`src/rtl/core/aesp_pkg.sv`:
```
// Shared types and constants for the ANSI escape stream parser.
`default_nettype none

package aesp_pkg;

   localparam int MAX_PARAMS = 16;
   localparam int CNT_W      = $clog2(MAX_PARAMS + 1);
   localparam int IDX_W      = (MAX_PARAMS > 1) ? $clog2(MAX_PARAMS) : 1;

   localparam logic [15:0] CH_ESC   = 16'h001b;
   localparam logic [15:0] CH_BEL   = 16'h0007;
   localparam logic [15:0] CH_LF    = 16'h000a;
   localparam logic [15:0] CH_CR    = 16'h000d;
   localparam logic [15:0] CH_BS    = 16'h0008;
   localparam logic [15:0] CH_TAB   = 16'h0009;
   localparam logic [15:0] CH_SPACE = 16'h0020;
   localparam logic [15:0] CH_LBRK  = 16'h005b;
   localparam logic [15:0] CH_RBRK  = 16'h005d;
   localparam logic [15:0] CH_BSLSH = 16'h005c;
   localparam logic [15:0] CH_SEMI  = 16'h003b;
   localparam logic [15:0] CH_ZERO  = 16'h0030;
   localparam logic [15:0] CH_NINE  = 16'h0039;
   localparam logic [15:0] CH_FIN_LO = 16'h0040;
   localparam logic [15:0] CH_FIN_HI = 16'h007e;

   // Final bytes of a CSI sequence, low seven bits.
   localparam logic [6:0] FIN_SGR = 7'h6d;
   localparam logic [6:0] FIN_EL  = 7'h4b;
   localparam logic [6:0] FIN_ED  = 7'h4a;
   localparam logic [6:0] FIN_CUU = 7'h41;
   localparam logic [6:0] FIN_CUD = 7'h42;
   localparam logic [6:0] FIN_CUF = 7'h43;
   localparam logic [6:0] FIN_CUB = 7'h44;

   localparam logic [4:0] COLOR_DEFAULT = 5'd16;

   typedef enum logic [3:0] {
      EV_PRINT     = 4'd0,
      EV_NEWLINE   = 4'd1,
      EV_RETURN    = 4'd2,
      EV_BACKSPACE = 4'd3,
      EV_TAB       = 4'd4,
      EV_EL_END    = 4'd5,
      EV_EL_START  = 4'd6,
      EV_EL_ALL    = 4'd7,
      EV_CLEAR     = 4'd8,
      EV_ED_END    = 4'd9,
      EV_CUR_UP    = 4'd10,
      EV_CUR_DOWN  = 4'd11,
      EV_CUR_RIGHT = 4'd12,
      EV_CUR_LEFT  = 4'd13
   } event_kind_type;

   typedef enum logic [2:0] {
      PH_GROUND  = 3'd0,
      PH_ESC     = 3'd1,
      PH_CSI     = 3'd2,
      PH_OSC     = 3'd3,
      PH_OSC_ESC = 3'd4
   } phase_type;

   typedef enum logic [2:0] {
      ST_IDLE     = 3'd0,
      ST_STEP     = 3'd1,
      ST_FINAL    = 3'd2,
      ST_SGR_CODE = 3'd3,
      ST_SGR_SEL  = 3'd4,
      ST_SGR_IDX  = 3'd5
   } ctl_state_type;

   typedef struct packed {
      logic load;
      logic step;
      logic final_evt;
      logic sgr_reset;
      logic sgr_code;
      logic ext_start;
      logic sel_ok;
      logic idx_apply;
   } ctl_cmd_type;

   typedef struct packed {
      logic step_event;
      logic step_final;
      logic final_is_sgr;
      logic seq_empty;
      logic out_free;
      logic walk_done;
      logic code_ext;
      logic sel_is5;
   } dp_status_type;

endpackage

`default_nettype wire

```
`src/rtl/core/aesp_ctrl.sv`:
```
// Sequencing state machine of the ANSI escape stream parser.
`default_nettype none

module aesp_ctrl
   import aesp_pkg::*;
(
   input  wire logic          clock,
   input  wire logic          reset,
   input  wire logic          req_valid,
   output logic               req_stall,
   input  dp_status_type      status,
   output ctl_cmd_type        cmd
);

   ctl_state_type state_ff;
   ctl_state_type state_in;

   always_ff @(posedge clock) begin
      if (reset) begin
         state_ff <= ST_IDLE;
      end else begin
         state_ff <= state_in;
      end
   end

   // Next state.
   always_comb begin
      state_in = state_ff;
      unique case (state_ff)
         ST_IDLE: begin
            if (req_valid) state_in = ST_STEP;
         end
         ST_STEP: begin
            if (status.step_final) begin
               state_in = ST_FINAL;
            end else if (!status.step_event || status.out_free) begin
               state_in = ST_IDLE;
            end
         end
         ST_FINAL: begin
            if (status.final_is_sgr) begin
               state_in = status.seq_empty ? ST_IDLE : ST_SGR_CODE;
            end else if (status.out_free) begin
               state_in = ST_IDLE;
            end
         end
         ST_SGR_CODE: begin
            if (status.walk_done) begin
               state_in = ST_IDLE;
            end else if (status.code_ext) begin
               state_in = ST_SGR_SEL;
            end
         end
         ST_SGR_SEL: begin
            state_in = status.sel_is5 ? ST_SGR_IDX : ST_SGR_CODE;
         end
         ST_SGR_IDX: begin
            state_in = ST_SGR_CODE;
         end
         default: begin
            state_in = ST_IDLE;
         end
      endcase
   end

   // Outputs.
   always_comb begin
      cmd       = '0;
      req_stall = 1'b1;
      unique case (state_ff)
         ST_IDLE: begin
            req_stall = 1'b0;
            cmd.load  = req_valid;
         end
         ST_STEP: begin
            cmd.step = status.step_final || !status.step_event || status.out_free;
         end
         ST_FINAL: begin
            if (status.final_is_sgr) begin
               cmd.sgr_reset = status.seq_empty;
            end else begin
               cmd.final_evt = status.out_free;
            end
         end
         ST_SGR_CODE: begin
            if (!status.walk_done) begin
               cmd.ext_start = status.code_ext;
               cmd.sgr_code  = !status.code_ext;
            end
         end
         ST_SGR_SEL: begin
            cmd.sel_ok = status.sel_is5;
         end
         ST_SGR_IDX: begin
            cmd.idx_apply = 1'b1;
         end
         default: begin
            cmd = '0;
         end
      endcase
   end

endmodule

`default_nettype wire

```
`src/rtl/core/aesp_dpath.sv`:
```
// Datapath of the ANSI escape stream parser: phase, parameters, attributes, result.
`default_nettype none

module aesp_dpath
   import aesp_pkg::*;
(
   input  wire logic          clock,
   input  wire logic          reset,
   input  ctl_cmd_type        cmd,
   output dp_status_type      status,
   input  wire logic [15:0]   req_char_code,
   output logic               rsp_valid,
   input  wire logic          rsp_stall,
   output logic [3:0]         rsp_event_kind,
   output logic [15:0]        rsp_char_code_res,
   output logic [15:0]        rsp_move_count,
   output logic [4:0]         rsp_fg_color,
   output logic [4:0]         rsp_bg_color,
   output logic               rsp_bold,
   output logic               rsp_underline
);

   // Item and parser state.
   logic [15:0]     char_ff;
   phase_type       phase_ff,     phase_in;
   logic [CNT_W-1:0] count_ff,    count_in;
   logic            seq_empty_ff, seq_empty_in;
   logic            dropping_ff,  dropping_in;
   logic [15:0]     cur_val_ff,   cur_val_in;
   logic            cur_ok_ff,    cur_ok_in;
   logic            cur_bad_ff,   cur_bad_in;
   logic [6:0]      final_ff,     final_in;
   logic [CNT_W-1:0] idx_ff,      idx_in;
   logic            ext_bg_ff,    ext_bg_in;

   // Attributes.
   logic [4:0]      fg_ff,        fg_in;
   logic [4:0]      bg_ff,        bg_in;
   logic            bold_ff,      bold_in;
   logic            uline_ff,     uline_in;

   // Parameter store.
   logic [15:0]     pval_ff [MAX_PARAMS];
   logic            pok_ff  [MAX_PARAMS];
   logic            wr_en;
   logic [IDX_W-1:0] wr_idx;

   // Result register.
   logic            out_valid_ff, out_valid_in;
   event_kind_type  out_kind_ff,  out_kind_in;
   logic [15:0]     out_char_ff,  out_char_in;
   logic [15:0]     out_count_ff, out_count_in;
   logic [4:0]      out_fg_ff,    out_fg_in;
   logic [4:0]      out_bg_ff,    out_bg_in;
   logic            out_bold_ff,  out_bold_in;
   logic            out_uline_ff, out_uline_in;
   logic            out_write;

   // Decode of the held unit.
   logic            is_digit;
   logic            is_final;
   logic            ground_event;
   event_kind_type  ground_kind;
   logic [19:0]     acc_wide;
   logic [15:0]     acc_sat;
   logic            out_free;

   // Parameter read at the walk index.
   logic [15:0]     rd_val;
   logic            rd_ok;
   logic [15:0]     rd_num;
   logic [CNT_W:0]  idx_plus2;
   logic            count_below_max;

   // Event from a non-SGR final.
   logic            fin_emit;
   event_kind_type  fin_kind;
   logic [15:0]     fin_count;

   assign is_digit = (char_ff >= CH_ZERO) && (char_ff <= CH_NINE);
   assign is_final = (char_ff >= CH_FIN_LO) && (char_ff <= CH_FIN_HI);
   assign acc_wide = {1'b0, cur_val_ff, 3'b000} + {3'b000, cur_val_ff, 1'b0}
                     + {16'd0, char_ff[3:0] - CH_ZERO[3:0]};
   assign acc_sat  = (acc_wide > 20'd65535) ? 16'hffff : acc_wide[15:0];
   assign out_free = !out_valid_ff || !rsp_stall;

   assign rd_val    = pval_ff[idx_ff[IDX_W-1:0]];
   assign rd_ok     = pok_ff[idx_ff[IDX_W-1:0]];
   assign rd_num    = rd_ok ? rd_val : 16'd0;
   assign idx_plus2 = {1'b0, idx_ff} + (CNT_W + 1)'(2);
   assign count_below_max = count_ff < CNT_W'(MAX_PARAMS);

   always_comb begin
      ground_event = 1'b1;
      ground_kind  = EV_PRINT;
      priority if (char_ff == CH_LF) begin
         ground_kind = EV_NEWLINE;
      end else if (char_ff == CH_CR) begin
         ground_kind = EV_RETURN;
      end else if (char_ff == CH_BS) begin
         ground_kind = EV_BACKSPACE;
      end else if (char_ff == CH_TAB) begin
         ground_kind = EV_TAB;
      end else if (char_ff >= CH_SPACE) begin
         ground_kind = EV_PRINT;
      end else begin
         ground_event = 1'b0;
      end
   end

   // Events of erase and cursor finals use the first parameter.
   always_comb begin
      fin_emit  = 1'b1;
      fin_kind  = EV_EL_END;
      fin_count = 16'd0;
      unique case (final_ff)
         FIN_EL: begin
            if (rd_num == 16'd0)      fin_kind = EV_EL_END;
            else if (rd_num == 16'd1) fin_kind = EV_EL_START;
            else                      fin_kind = EV_EL_ALL;
         end
         FIN_ED: begin
            if (rd_num == 16'd2 || rd_num == 16'd3) fin_kind = EV_CLEAR;
            else if (rd_num == 16'd0)               fin_kind = EV_ED_END;
            else                                    fin_emit = 1'b0;
         end
         FIN_CUU, FIN_CUD, FIN_CUF, FIN_CUB: begin
            fin_count = rd_ok ? rd_val : 16'd1;
            unique case (final_ff)
               FIN_CUU: fin_kind = EV_CUR_UP;
               FIN_CUD: fin_kind = EV_CUR_DOWN;
               FIN_CUF: fin_kind = EV_CUR_RIGHT;
               default: fin_kind = EV_CUR_LEFT;
            endcase
         end
         default: begin
            fin_emit = 1'b0;
         end
      endcase
   end

   always_comb begin
      status.step_event   = (phase_ff == PH_GROUND) && ground_event;
      status.step_final   = (phase_ff == PH_CSI) && is_final;
      status.final_is_sgr = final_ff == FIN_SGR;
      status.seq_empty    = seq_empty_ff;
      status.out_free     = out_free;
      status.walk_done    = idx_ff >= count_ff;
      status.code_ext     = rd_ok && (rd_val == 16'd38 || rd_val == 16'd48)
                            && (idx_plus2 < {1'b0, count_ff});
      status.sel_is5      = rd_num == 16'd5;
   end

   // Parser state, parameter commit and attribute update.
   always_comb begin
      phase_in     = phase_ff;
      count_in     = count_ff;
      seq_empty_in = seq_empty_ff;
      dropping_in  = dropping_ff;
      cur_val_in   = cur_val_ff;
      cur_ok_in    = cur_ok_ff;
      cur_bad_in   = cur_bad_ff;
      final_in     = final_ff;
      idx_in       = idx_ff;
      ext_bg_in    = ext_bg_ff;
      fg_in        = fg_ff;
      bg_in        = bg_ff;
      bold_in      = bold_ff;
      uline_in     = uline_ff;
      wr_en        = 1'b0;
      wr_idx       = IDX_W'(count_ff - CNT_W'(1));
      out_write    = 1'b0;
      out_kind_in  = out_kind_ff;
      out_char_in  = out_char_ff;
      out_count_in = out_count_ff;

      if (cmd.step) begin
         unique case (phase_ff)
            PH_GROUND: begin
               if (char_ff == CH_ESC) begin
                  phase_in = PH_ESC;
               end else if (ground_event) begin
                  out_write    = 1'b1;
                  out_kind_in  = ground_kind;
                  out_char_in  = (ground_kind == EV_PRINT) ? char_ff : 16'd0;
                  out_count_in = 16'd0;
               end
            end
            PH_ESC: begin
               if (char_ff == CH_LBRK) begin
                  phase_in     = PH_CSI;
                  count_in     = CNT_W'(1);
                  seq_empty_in = 1'b1;
                  dropping_in  = 1'b0;
                  cur_val_in   = 16'd0;
                  cur_ok_in    = 1'b0;
                  cur_bad_in   = 1'b0;
               end else if (char_ff == CH_RBRK) begin
                  phase_in = PH_OSC;
               end else begin
                  phase_in = PH_GROUND;
               end
            end
            PH_CSI: begin
               if (is_final) begin
                  // Close the open parameter, then run the final from the store.
                  phase_in = PH_GROUND;
                  wr_en    = 1'b1;
                  final_in = char_ff[6:0];
                  idx_in   = '0;
               end else begin
                  seq_empty_in = 1'b0;
                  if (!dropping_ff) begin
                     if (char_ff == CH_SEMI) begin
                        if (count_below_max) begin
                           wr_en      = 1'b1;
                           count_in   = count_ff + CNT_W'(1);
                           cur_val_in = 16'd0;
                           cur_ok_in  = 1'b0;
                           cur_bad_in = 1'b0;
                        end else begin
                           dropping_in = 1'b1;
                        end
                     end else if (is_digit) begin
                        cur_val_in = acc_sat;
                        if (!cur_bad_ff) cur_ok_in = 1'b1;
                     end else begin
                        cur_bad_in = 1'b1;
                        cur_ok_in  = 1'b0;
                     end
                  end
               end
            end
            PH_OSC, PH_OSC_ESC: begin
               if (phase_ff == PH_OSC_ESC && char_ff == CH_BSLSH) begin
                  phase_in = PH_GROUND;
               end else if (char_ff == CH_BEL) begin
                  phase_in = PH_GROUND;
               end else if (char_ff == CH_ESC) begin
                  phase_in = PH_OSC_ESC;
               end else begin
                  phase_in = PH_OSC;
               end
            end
            default: begin
               phase_in = PH_GROUND;
            end
         endcase
      end

      if (cmd.final_evt && fin_emit) begin
         out_write    = 1'b1;
         out_kind_in  = fin_kind;
         out_char_in  = 16'd0;
         out_count_in = fin_count;
      end

      if (cmd.sgr_reset) begin
         fg_in    = COLOR_DEFAULT;
         bg_in    = COLOR_DEFAULT;
         bold_in  = 1'b0;
         uline_in = 1'b0;
      end

      if (cmd.sgr_code) begin
         idx_in = idx_ff + CNT_W'(1);
         if (rd_ok) begin
            if (rd_val == 16'd0) begin
               fg_in    = COLOR_DEFAULT;
               bg_in    = COLOR_DEFAULT;
               bold_in  = 1'b0;
               uline_in = 1'b0;
            end else if (rd_val == 16'd1) begin
               bold_in = 1'b1;
            end else if (rd_val == 16'd22) begin
               bold_in = 1'b0;
            end else if (rd_val == 16'd4) begin
               uline_in = 1'b1;
            end else if (rd_val == 16'd24) begin
               uline_in = 1'b0;
            end else if (rd_val >= 16'd30 && rd_val <= 16'd37) begin
               fg_in = {2'b00, rd_val[2:0] - 3'd6};
            end else if (rd_val >= 16'd90 && rd_val <= 16'd97) begin
               fg_in = {2'b01, rd_val[2:0] - 3'd2};
            end else if (rd_val == 16'd39) begin
               fg_in = COLOR_DEFAULT;
            end else if (rd_val >= 16'd40 && rd_val <= 16'd47) begin
               bg_in = {2'b00, rd_val[2:0]};
            end else if (rd_val >= 16'd100 && rd_val <= 16'd107) begin
               bg_in = {2'b01, rd_val[2:0] - 3'd4};
            end else if (rd_val == 16'd49) begin
               bg_in = COLOR_DEFAULT;
            end
         end
      end

      if (cmd.ext_start) begin
         ext_bg_in = rd_val == 16'd48;
         idx_in    = idx_ff + CNT_W'(1);
      end

      if (cmd.sel_ok) begin
         idx_in = idx_ff + CNT_W'(1);
      end

      if (cmd.idx_apply) begin
         idx_in = idx_ff + CNT_W'(1);
         if (rd_num < 16'd16) begin
            if (ext_bg_ff) bg_in = {1'b0, rd_num[3:0]};
            else           fg_in = {1'b0, rd_num[3:0]};
         end
      end
   end

   // The result carries the attributes as they stand when it is formed.
   always_comb begin
      out_fg_in    = fg_ff;
      out_bg_in    = bg_ff;
      out_bold_in  = bold_ff;
      out_uline_in = uline_ff;
      out_valid_in = out_valid_ff;
      if (out_write) begin
         out_valid_in = 1'b1;
      end else if (!rsp_stall) begin
         out_valid_in = 1'b0;
      end
   end

   always_ff @(posedge clock) begin
      if (reset) begin
         phase_ff     <= PH_GROUND;
         count_ff     <= '0;
         seq_empty_ff <= 1'b1;
         dropping_ff  <= 1'b0;
         cur_ok_ff    <= 1'b0;
         cur_bad_ff   <= 1'b0;
         idx_ff       <= '0;
         fg_ff        <= COLOR_DEFAULT;
         bg_ff        <= COLOR_DEFAULT;
         bold_ff      <= 1'b0;
         uline_ff     <= 1'b0;
         out_valid_ff <= 1'b0;
      end else begin
         phase_ff     <= phase_in;
         count_ff     <= count_in;
         seq_empty_ff <= seq_empty_in;
         dropping_ff  <= dropping_in;
         cur_ok_ff    <= cur_ok_in;
         cur_bad_ff   <= cur_bad_in;
         idx_ff       <= idx_in;
         fg_ff        <= fg_in;
         bg_ff        <= bg_in;
         bold_ff      <= bold_in;
         uline_ff     <= uline_in;
         out_valid_ff <= out_valid_in;
      end
   end

   always_ff @(posedge clock) begin
      if (cmd.load) char_ff <= req_char_code;
      cur_val_ff <= cur_val_in;
      final_ff   <= final_in;
      ext_bg_ff  <= ext_bg_in;
      if (wr_en) begin
         pval_ff[wr_idx] <= cur_val_ff;
         pok_ff[wr_idx]  <= cur_ok_ff;
      end
      if (out_write) begin
         out_kind_ff  <= out_kind_in;
         out_char_ff  <= out_char_in;
         out_count_ff <= out_count_in;
         out_fg_ff    <= out_fg_in;
         out_bg_ff    <= out_bg_in;
         out_bold_ff  <= out_bold_in;
         out_uline_ff <= out_uline_in;
      end
   end

   assign rsp_valid         = out_valid_ff;
   assign rsp_event_kind    = out_kind_ff;
   assign rsp_char_code_res = out_char_ff;
   assign rsp_move_count    = out_count_ff;
   assign rsp_fg_color      = out_fg_ff;
   assign rsp_bg_color      = out_bg_ff;
   assign rsp_bold          = out_bold_ff;
   assign rsp_underline     = out_uline_ff;

endmodule

`default_nettype wire

```
`src/rtl/core/ansi_escape_stream_parser.sv`:
```
// Top level of the ANSI escape stream parser: controller and datapath.
`default_nettype none

// This block follows terminal output one UTF-16 code unit per item through
// ground, escape, CSI and OSC phases. Printable units and LF, CR, BS and TAB
// produce an event item at once; a CSI sequence collects up to MAX_PARAMS
// semicolon-separated decimal parameters, each saturating at 65535, and its
// final byte produces an erase or cursor-move event, or updates the stored
// bold, underline and palette colors (SGR). OSC strings end on BEL or
// ESC-backslash and produce nothing. Every event item carries the attributes
// that are current when it is formed. An ordinary unit is accepted in the
// idle state and processed in the step state, and no new unit is taken until
// the block is back in idle. A CSI final then passes through the final state,
// in which the event is formed from the first parameter in the parameter
// registers, the processing step having just closed the open parameter into
// them. A non-empty SGR final then walks those registers, one parameter at a
// time, with an extra selector step for each 38 or 48 code that has two
// parameters after it but is not the 5;n indexed color form. A result sits in
// an output register; the next item is still taken while it waits, and only
// an item that would itself produce a result, or a CSI final other than SGR,
// waits for that register to drain. Reset is synchronous.

module ansi_escape_stream_parser
   import aesp_pkg::*;
(
   input  wire logic          clock,
   input  wire logic          reset,
   input  wire logic          req_valid,
   output logic               req_stall,
   input  wire logic [15:0]   req_char_code,
   output logic               rsp_valid,
   input  wire logic          rsp_stall,
   output logic [3:0]         rsp_event_kind,
   output logic [15:0]        rsp_char_code_res,
   output logic [15:0]        rsp_move_count,
   output logic [4:0]         rsp_fg_color,
   output logic [4:0]         rsp_bg_color,
   output logic               rsp_bold,
   output logic               rsp_underline
);

   // Commands from the controller and status back from the datapath.
   ctl_cmd_type   cmd;
   dp_status_type status;

   aesp_ctrl u_ctrl (
      .clock     (clock),
      .reset     (reset),
      .req_valid (req_valid),
      .req_stall (req_stall),
      .status    (status),
      .cmd       (cmd)
   );

   aesp_dpath u_dpath (
      .clock             (clock),
      .reset             (reset),
      .cmd               (cmd),
      .status            (status),
      .req_char_code     (req_char_code),
      .rsp_valid         (rsp_valid),
      .rsp_stall         (rsp_stall),
      .rsp_event_kind    (rsp_event_kind),
      .rsp_char_code_res (rsp_char_code_res),
      .rsp_move_count    (rsp_move_count),
      .rsp_fg_color      (rsp_fg_color),
      .rsp_bg_color      (rsp_bg_color),
      .rsp_bold          (rsp_bold),
      .rsp_underline     (rsp_underline)
   );

endmodule

`default_nettype wire
```
`config.mk`:
```
export PLATFORM = sky130hd
export DESIGN_NAME = ansi_escape_stream_parser
export DESIGN_NICKNAME = d
export VERILOG_FILES = /design/src/rtl/core/aesp_pkg.sv /design/src/rtl/core/aesp_ctrl.sv /design/src/rtl/core/aesp_dpath.sv /design/src/rtl/core/ansi_escape_stream_parser.sv
export SDC_FILE = /design/constraint.sdc
export NUM_CORES = 1
export LEC_CHECK = 0
export BUFFER_PORTS_ARGS = -buffer_cell sky130_fd_sc_hd__buf_4
export CAP_MARGIN = 30
export CORE_AREA = 2 2 182 184
export CTS_BUF_LIST = sky130_fd_sc_hd__clkbuf_4 sky130_fd_sc_hd__clkbuf_8
export DETAILED_ROUTE_END_ITERATION = 7
export DIE_AREA = 0 0 184 186
export HOLD_SLACK_MARGIN = 0.02
export PLACE_DENSITY = 0.8
export RECOVER_POWER = 25
export SYNTH_ARGS = -nofsm -noshare
export SYNTH_HDL_FRONTEND = slang
export SYNTH_HIERARCHICAL = 1
export SYNTH_SLANG_ARGS = --single-unit
```
`constraint.sdc`:
```
create_clock -name clock -period 7.2 [get_ports clock]
set_clock_uncertainty 0.15 [all_clocks]
set_input_delay 0.72 -clock clock [delete_from_list [all_inputs] [get_ports clock]]
set_output_delay 0.72 -clock clock [all_outputs]
set_load 0.05 [all_outputs]
```
==> run_results.csv <==
group,metric,value,unit
run_status,status,"complete, no violations",
worst_setup_path,crit_fanout,45,
worst_setup_path,crit_arrival,5.82,ns
yosys,synthAdderAreaFrac,3.73,%
placed_design,dp_cells,1594,
yosys,synth_top_family_by_area,"multiplexers",
timing,post-route-period-util,76.1,%
cells_and_area,fin_nets,1320,
die,die-area,34200,um2
timing,setup_ws,1.72,ns
clock_network,cts_made_buffers,61,
min_path,hp-class,"input port to register",
clock_network,clk_path_buf_depth,3,
clock_network,worstSkewPairLatency,0.66,ns
route,final_antenna_net_count,0,
yosys,synth_compound_area_share,7.59,%
timing,finalHoldViolCount,0,
worst_setup_path,slowest_stage,"dfxtp_4",
cells_and_area,utilization,61.4,%
worst_setup_path,reg2reg_setup_slack,1.72,ns
pwr,power.leakage,6.14,nW
worst_setup_path,crit_type,"register to register",
die,die_y,186,um
route,totalWireLength,38.9,mm
yosys,synth_cells,1137,
clock_network,cts.sinks,397,
cells_and_area,drive_gt1_share,22.7,%
timing,worstMarginPinSlew,0.921,ns
cells_and_area,syn_to_final_growth,13.1,%
cells_and_area,final_common_cell,"edfxtp_1",
yosys,synth_top_cell_by_area,"edfxtp_1",
worst_setup_path,required,7.54,ns
grt,grt_antenna_before_repair,0,
clock_network,path_clk_slew,0.06,ns
timing,finalSetupViolations,0,
die,ios,70,
timing,finalSetupTns,0,ns
route,dr.pass1.iters,6,
yosys,synth_seq_cells,397,
route,drt_iter0_drc,1344,
yosys,netlist_area,17500,um2
job,cap_viol_max_count,0,
worst_setup_path,critPathCaptureType,"register",
die,num_rows,66,
clock_network,post-cts-setup-buffers,0,
placed_design,dp_hpwl,24.5,mm
worst_setup_path,crit_top_cell,"nand2_1",
route,via_per_inst,6.37,
worst_setup_path,cp_top_family,"simple AND/OR/NAND/NOR gates",
grt,grt_usage,23.0,%
cells_and_area,layout.cells.non_filler,1710,
clock_network,hold_buffers,0,
clock_network,cts_max_level,2,
worst_setup_path,max_stage_delay,0.91,ns
timing,finalMaxSlewViolations,0,
die,die_w,184,um
clock_network,cts_tree,"yes",
timing,whs,0.118,ns
yosys,ys_warn_count,6,
yosys,avgSynthCellArea,15.4,um2
placed_design,place.port_buffers,69,
yosys,ys_seq_area_share,66.0,%
yosys,synth_ff_type,"edfxtp_1",
grt,grt_pass1_vias,10500,
worst_setup_path,cp-start-kind,"register",
timing,post-route-min-period,5.48,ns
yosys,synth.top_cells.by_area,"edfxtp_1 (62%), mux4_2 (9.4%), dfxtp_1 (4.2%)",
yosys,synth_nets,1208,
timing,max_slew_margin,37.8,%
clock_network,cts_resized,0,
yosys,synthXorXnorAreaFrac,1.05,%
die,initial_core_util,54.3,%
worst_setup_path,crit_chain,"buf_4, mux4_2, a22oi_1, nand2_1, nor4_2, nand2_1, a211oi_1, nor2_1, nor4_1, nand2_1, inv_1, nor2_1, nor3_1",
route,dr_total_vias,10900,
die,design.core.area,32200,um2
yosys,yosys.area_share.simple,9.57,%
timing,grt_setup_unrepaired,"no",
yosys,synth_top_area_share,61.8,%
yosys,synth_edf_count,360,
grt,grt_pass1_wl,59.3,mm
yosys,synth.area.mux_share,9.88,%
cells_and_area,layout_common_cells,"edfxtp_1 (360), buf_4 (80), nor2_1 (74)",
route,wl_per_cell,22.8,um
cells_and_area,diodes,0,
yosys,async_reset_ff_share,0,%
grt,grt-ovfl-total,0,
placed_design,pre_cts_ws,1.80,ns
worst_setup_path,critPathBufInv,2,
placed_design,place.gp.congestion,0.914,
grt,grt_max_degree,46,
timing,max_clock_freq,0.183,GHz
route,drc,0,
clock_network,root_buffer,"clkbuf_8",
yosys,yosysUniqueCellTypes,86,
pwr,ir_worst_vdd,0.155,mV
pwr,power_density,232,nW/um2
==> cell usage after synthesis (3+ instances only) <==
master and number:
edfxtp_1 360, nor2_1 74, mux4_2 73, nand2_1 56
a21oi_1 55, ha_1 49, dfxtp_1 37, inv_1 32
nor3_1 29, o21ai_0 26, nor2b_1 25, clkbuf_1 24
and2_1 21, a22oi_1 17, nand3_1 17, nor4_1 15
a31oi_1 14, nand4_1 14, xnor2_1 12, and3_1 10
o21a_1 9, xor2_1 9, a21o_1 8, nand2b_1 8
buf_2 7, buf_4 7, nor3b_1 7, mux2i_1 6
or4_1 6, a211oi_1 5, a22o_1 5, buf_1 5
a221oi_1 4, a311oi_1 4, buf_6 4, nand3b_1 4
o21bai_1 4, o31ai_1 4, a31o_2 3, a41oi_1 3
nand4b_1 3, o2bb2ai_1 3, or3_1 3
==> stage by stage <==
step                area [um2]  power, mW
global placement         18500       2.70
finish                   19800       4.59
global route             19800       4.73
floorplan                17500       2.66
CTS                      19800       4.63
detailed placement       18500       2.70
==> cell type report <==
| cell class | instances | area (um2) |
|---|---|---|
| inverter | 35 | 134 |
| fill | 2271 | 12400 |
| multi-input combinational | 658 | 5570 |
| sequential | 397 | 11600 |
| timing repair buffer | 96 | 721 |
| tap | 408 | 510 |
| clock inverter | 32 | 254 |
| clock buffer | 84 | 1040 |
==> cells by family (layout without fill, tap and decap cells) <==
group	Yosys count	count (layout)
XOR/XNOR	21	21
buffers and inverters	82	247
AND/OR/NAND/NOR	313	313
adder cells (fa/ha/maj)	51	51
flip-flops	397	397
AO/OA/AOI/OAI	192	192
multiplexers	81	81
==> path summary, 6_finish.rpt <==
check                                 startpoint                      end  cells after the start
worst max-delay path                    register                 register                     13
worst min-delay path            req_char_code[8]       u_dpath/char_ff[8]                      1
worst max register to register          register                 register                     13
worst min register to register  u_dpath/bg_ff[1]  u_dpath/rsp_bg_color[1]                      0
==> metal layers <==
layer  wire length [um]  GRT usage [%]  part of all wire (%)
met5                  0              0                     0
met4               1110           7.97                   2.8
met1              15500           32.1                    40
met3               3570           3.50                   9.2
met2              18700           37.2                    48
==> state kept, by name, summed over array words and instances, names as in the netlist, 3 cells and up, named ones only <==
register	cells
u_dpath/pval_ff	256
u_dpath/char_ff	16
u_dpath/cur_val_ff	16
u_dpath/pok_ff	16
u_dpath/rsp_char_code_res	16
u_dpath/rsp_move_count	16
u_dpath/final_ff	7
u_dpath/bg_ff	5
u_dpath/count_ff	5
u_dpath/fg_ff	5
u_dpath/idx_ff	5
u_dpath/rsp_bg_color	5
u_dpath/rsp_fg_color	5
u_dpath/rsp_event_kind	4
u_ctrl/state_ff	3
u_dpath/phase_ff	3
==> where the power goes <==
group          switching (mW)  leakage, nW  internal, mW
clock network           0.882        0.688          1.05
registers              0.0149         3.11          2.51
logic                  0.0935         2.34        0.0366
No activity file was read; power rests on OpenSTA's default activity.
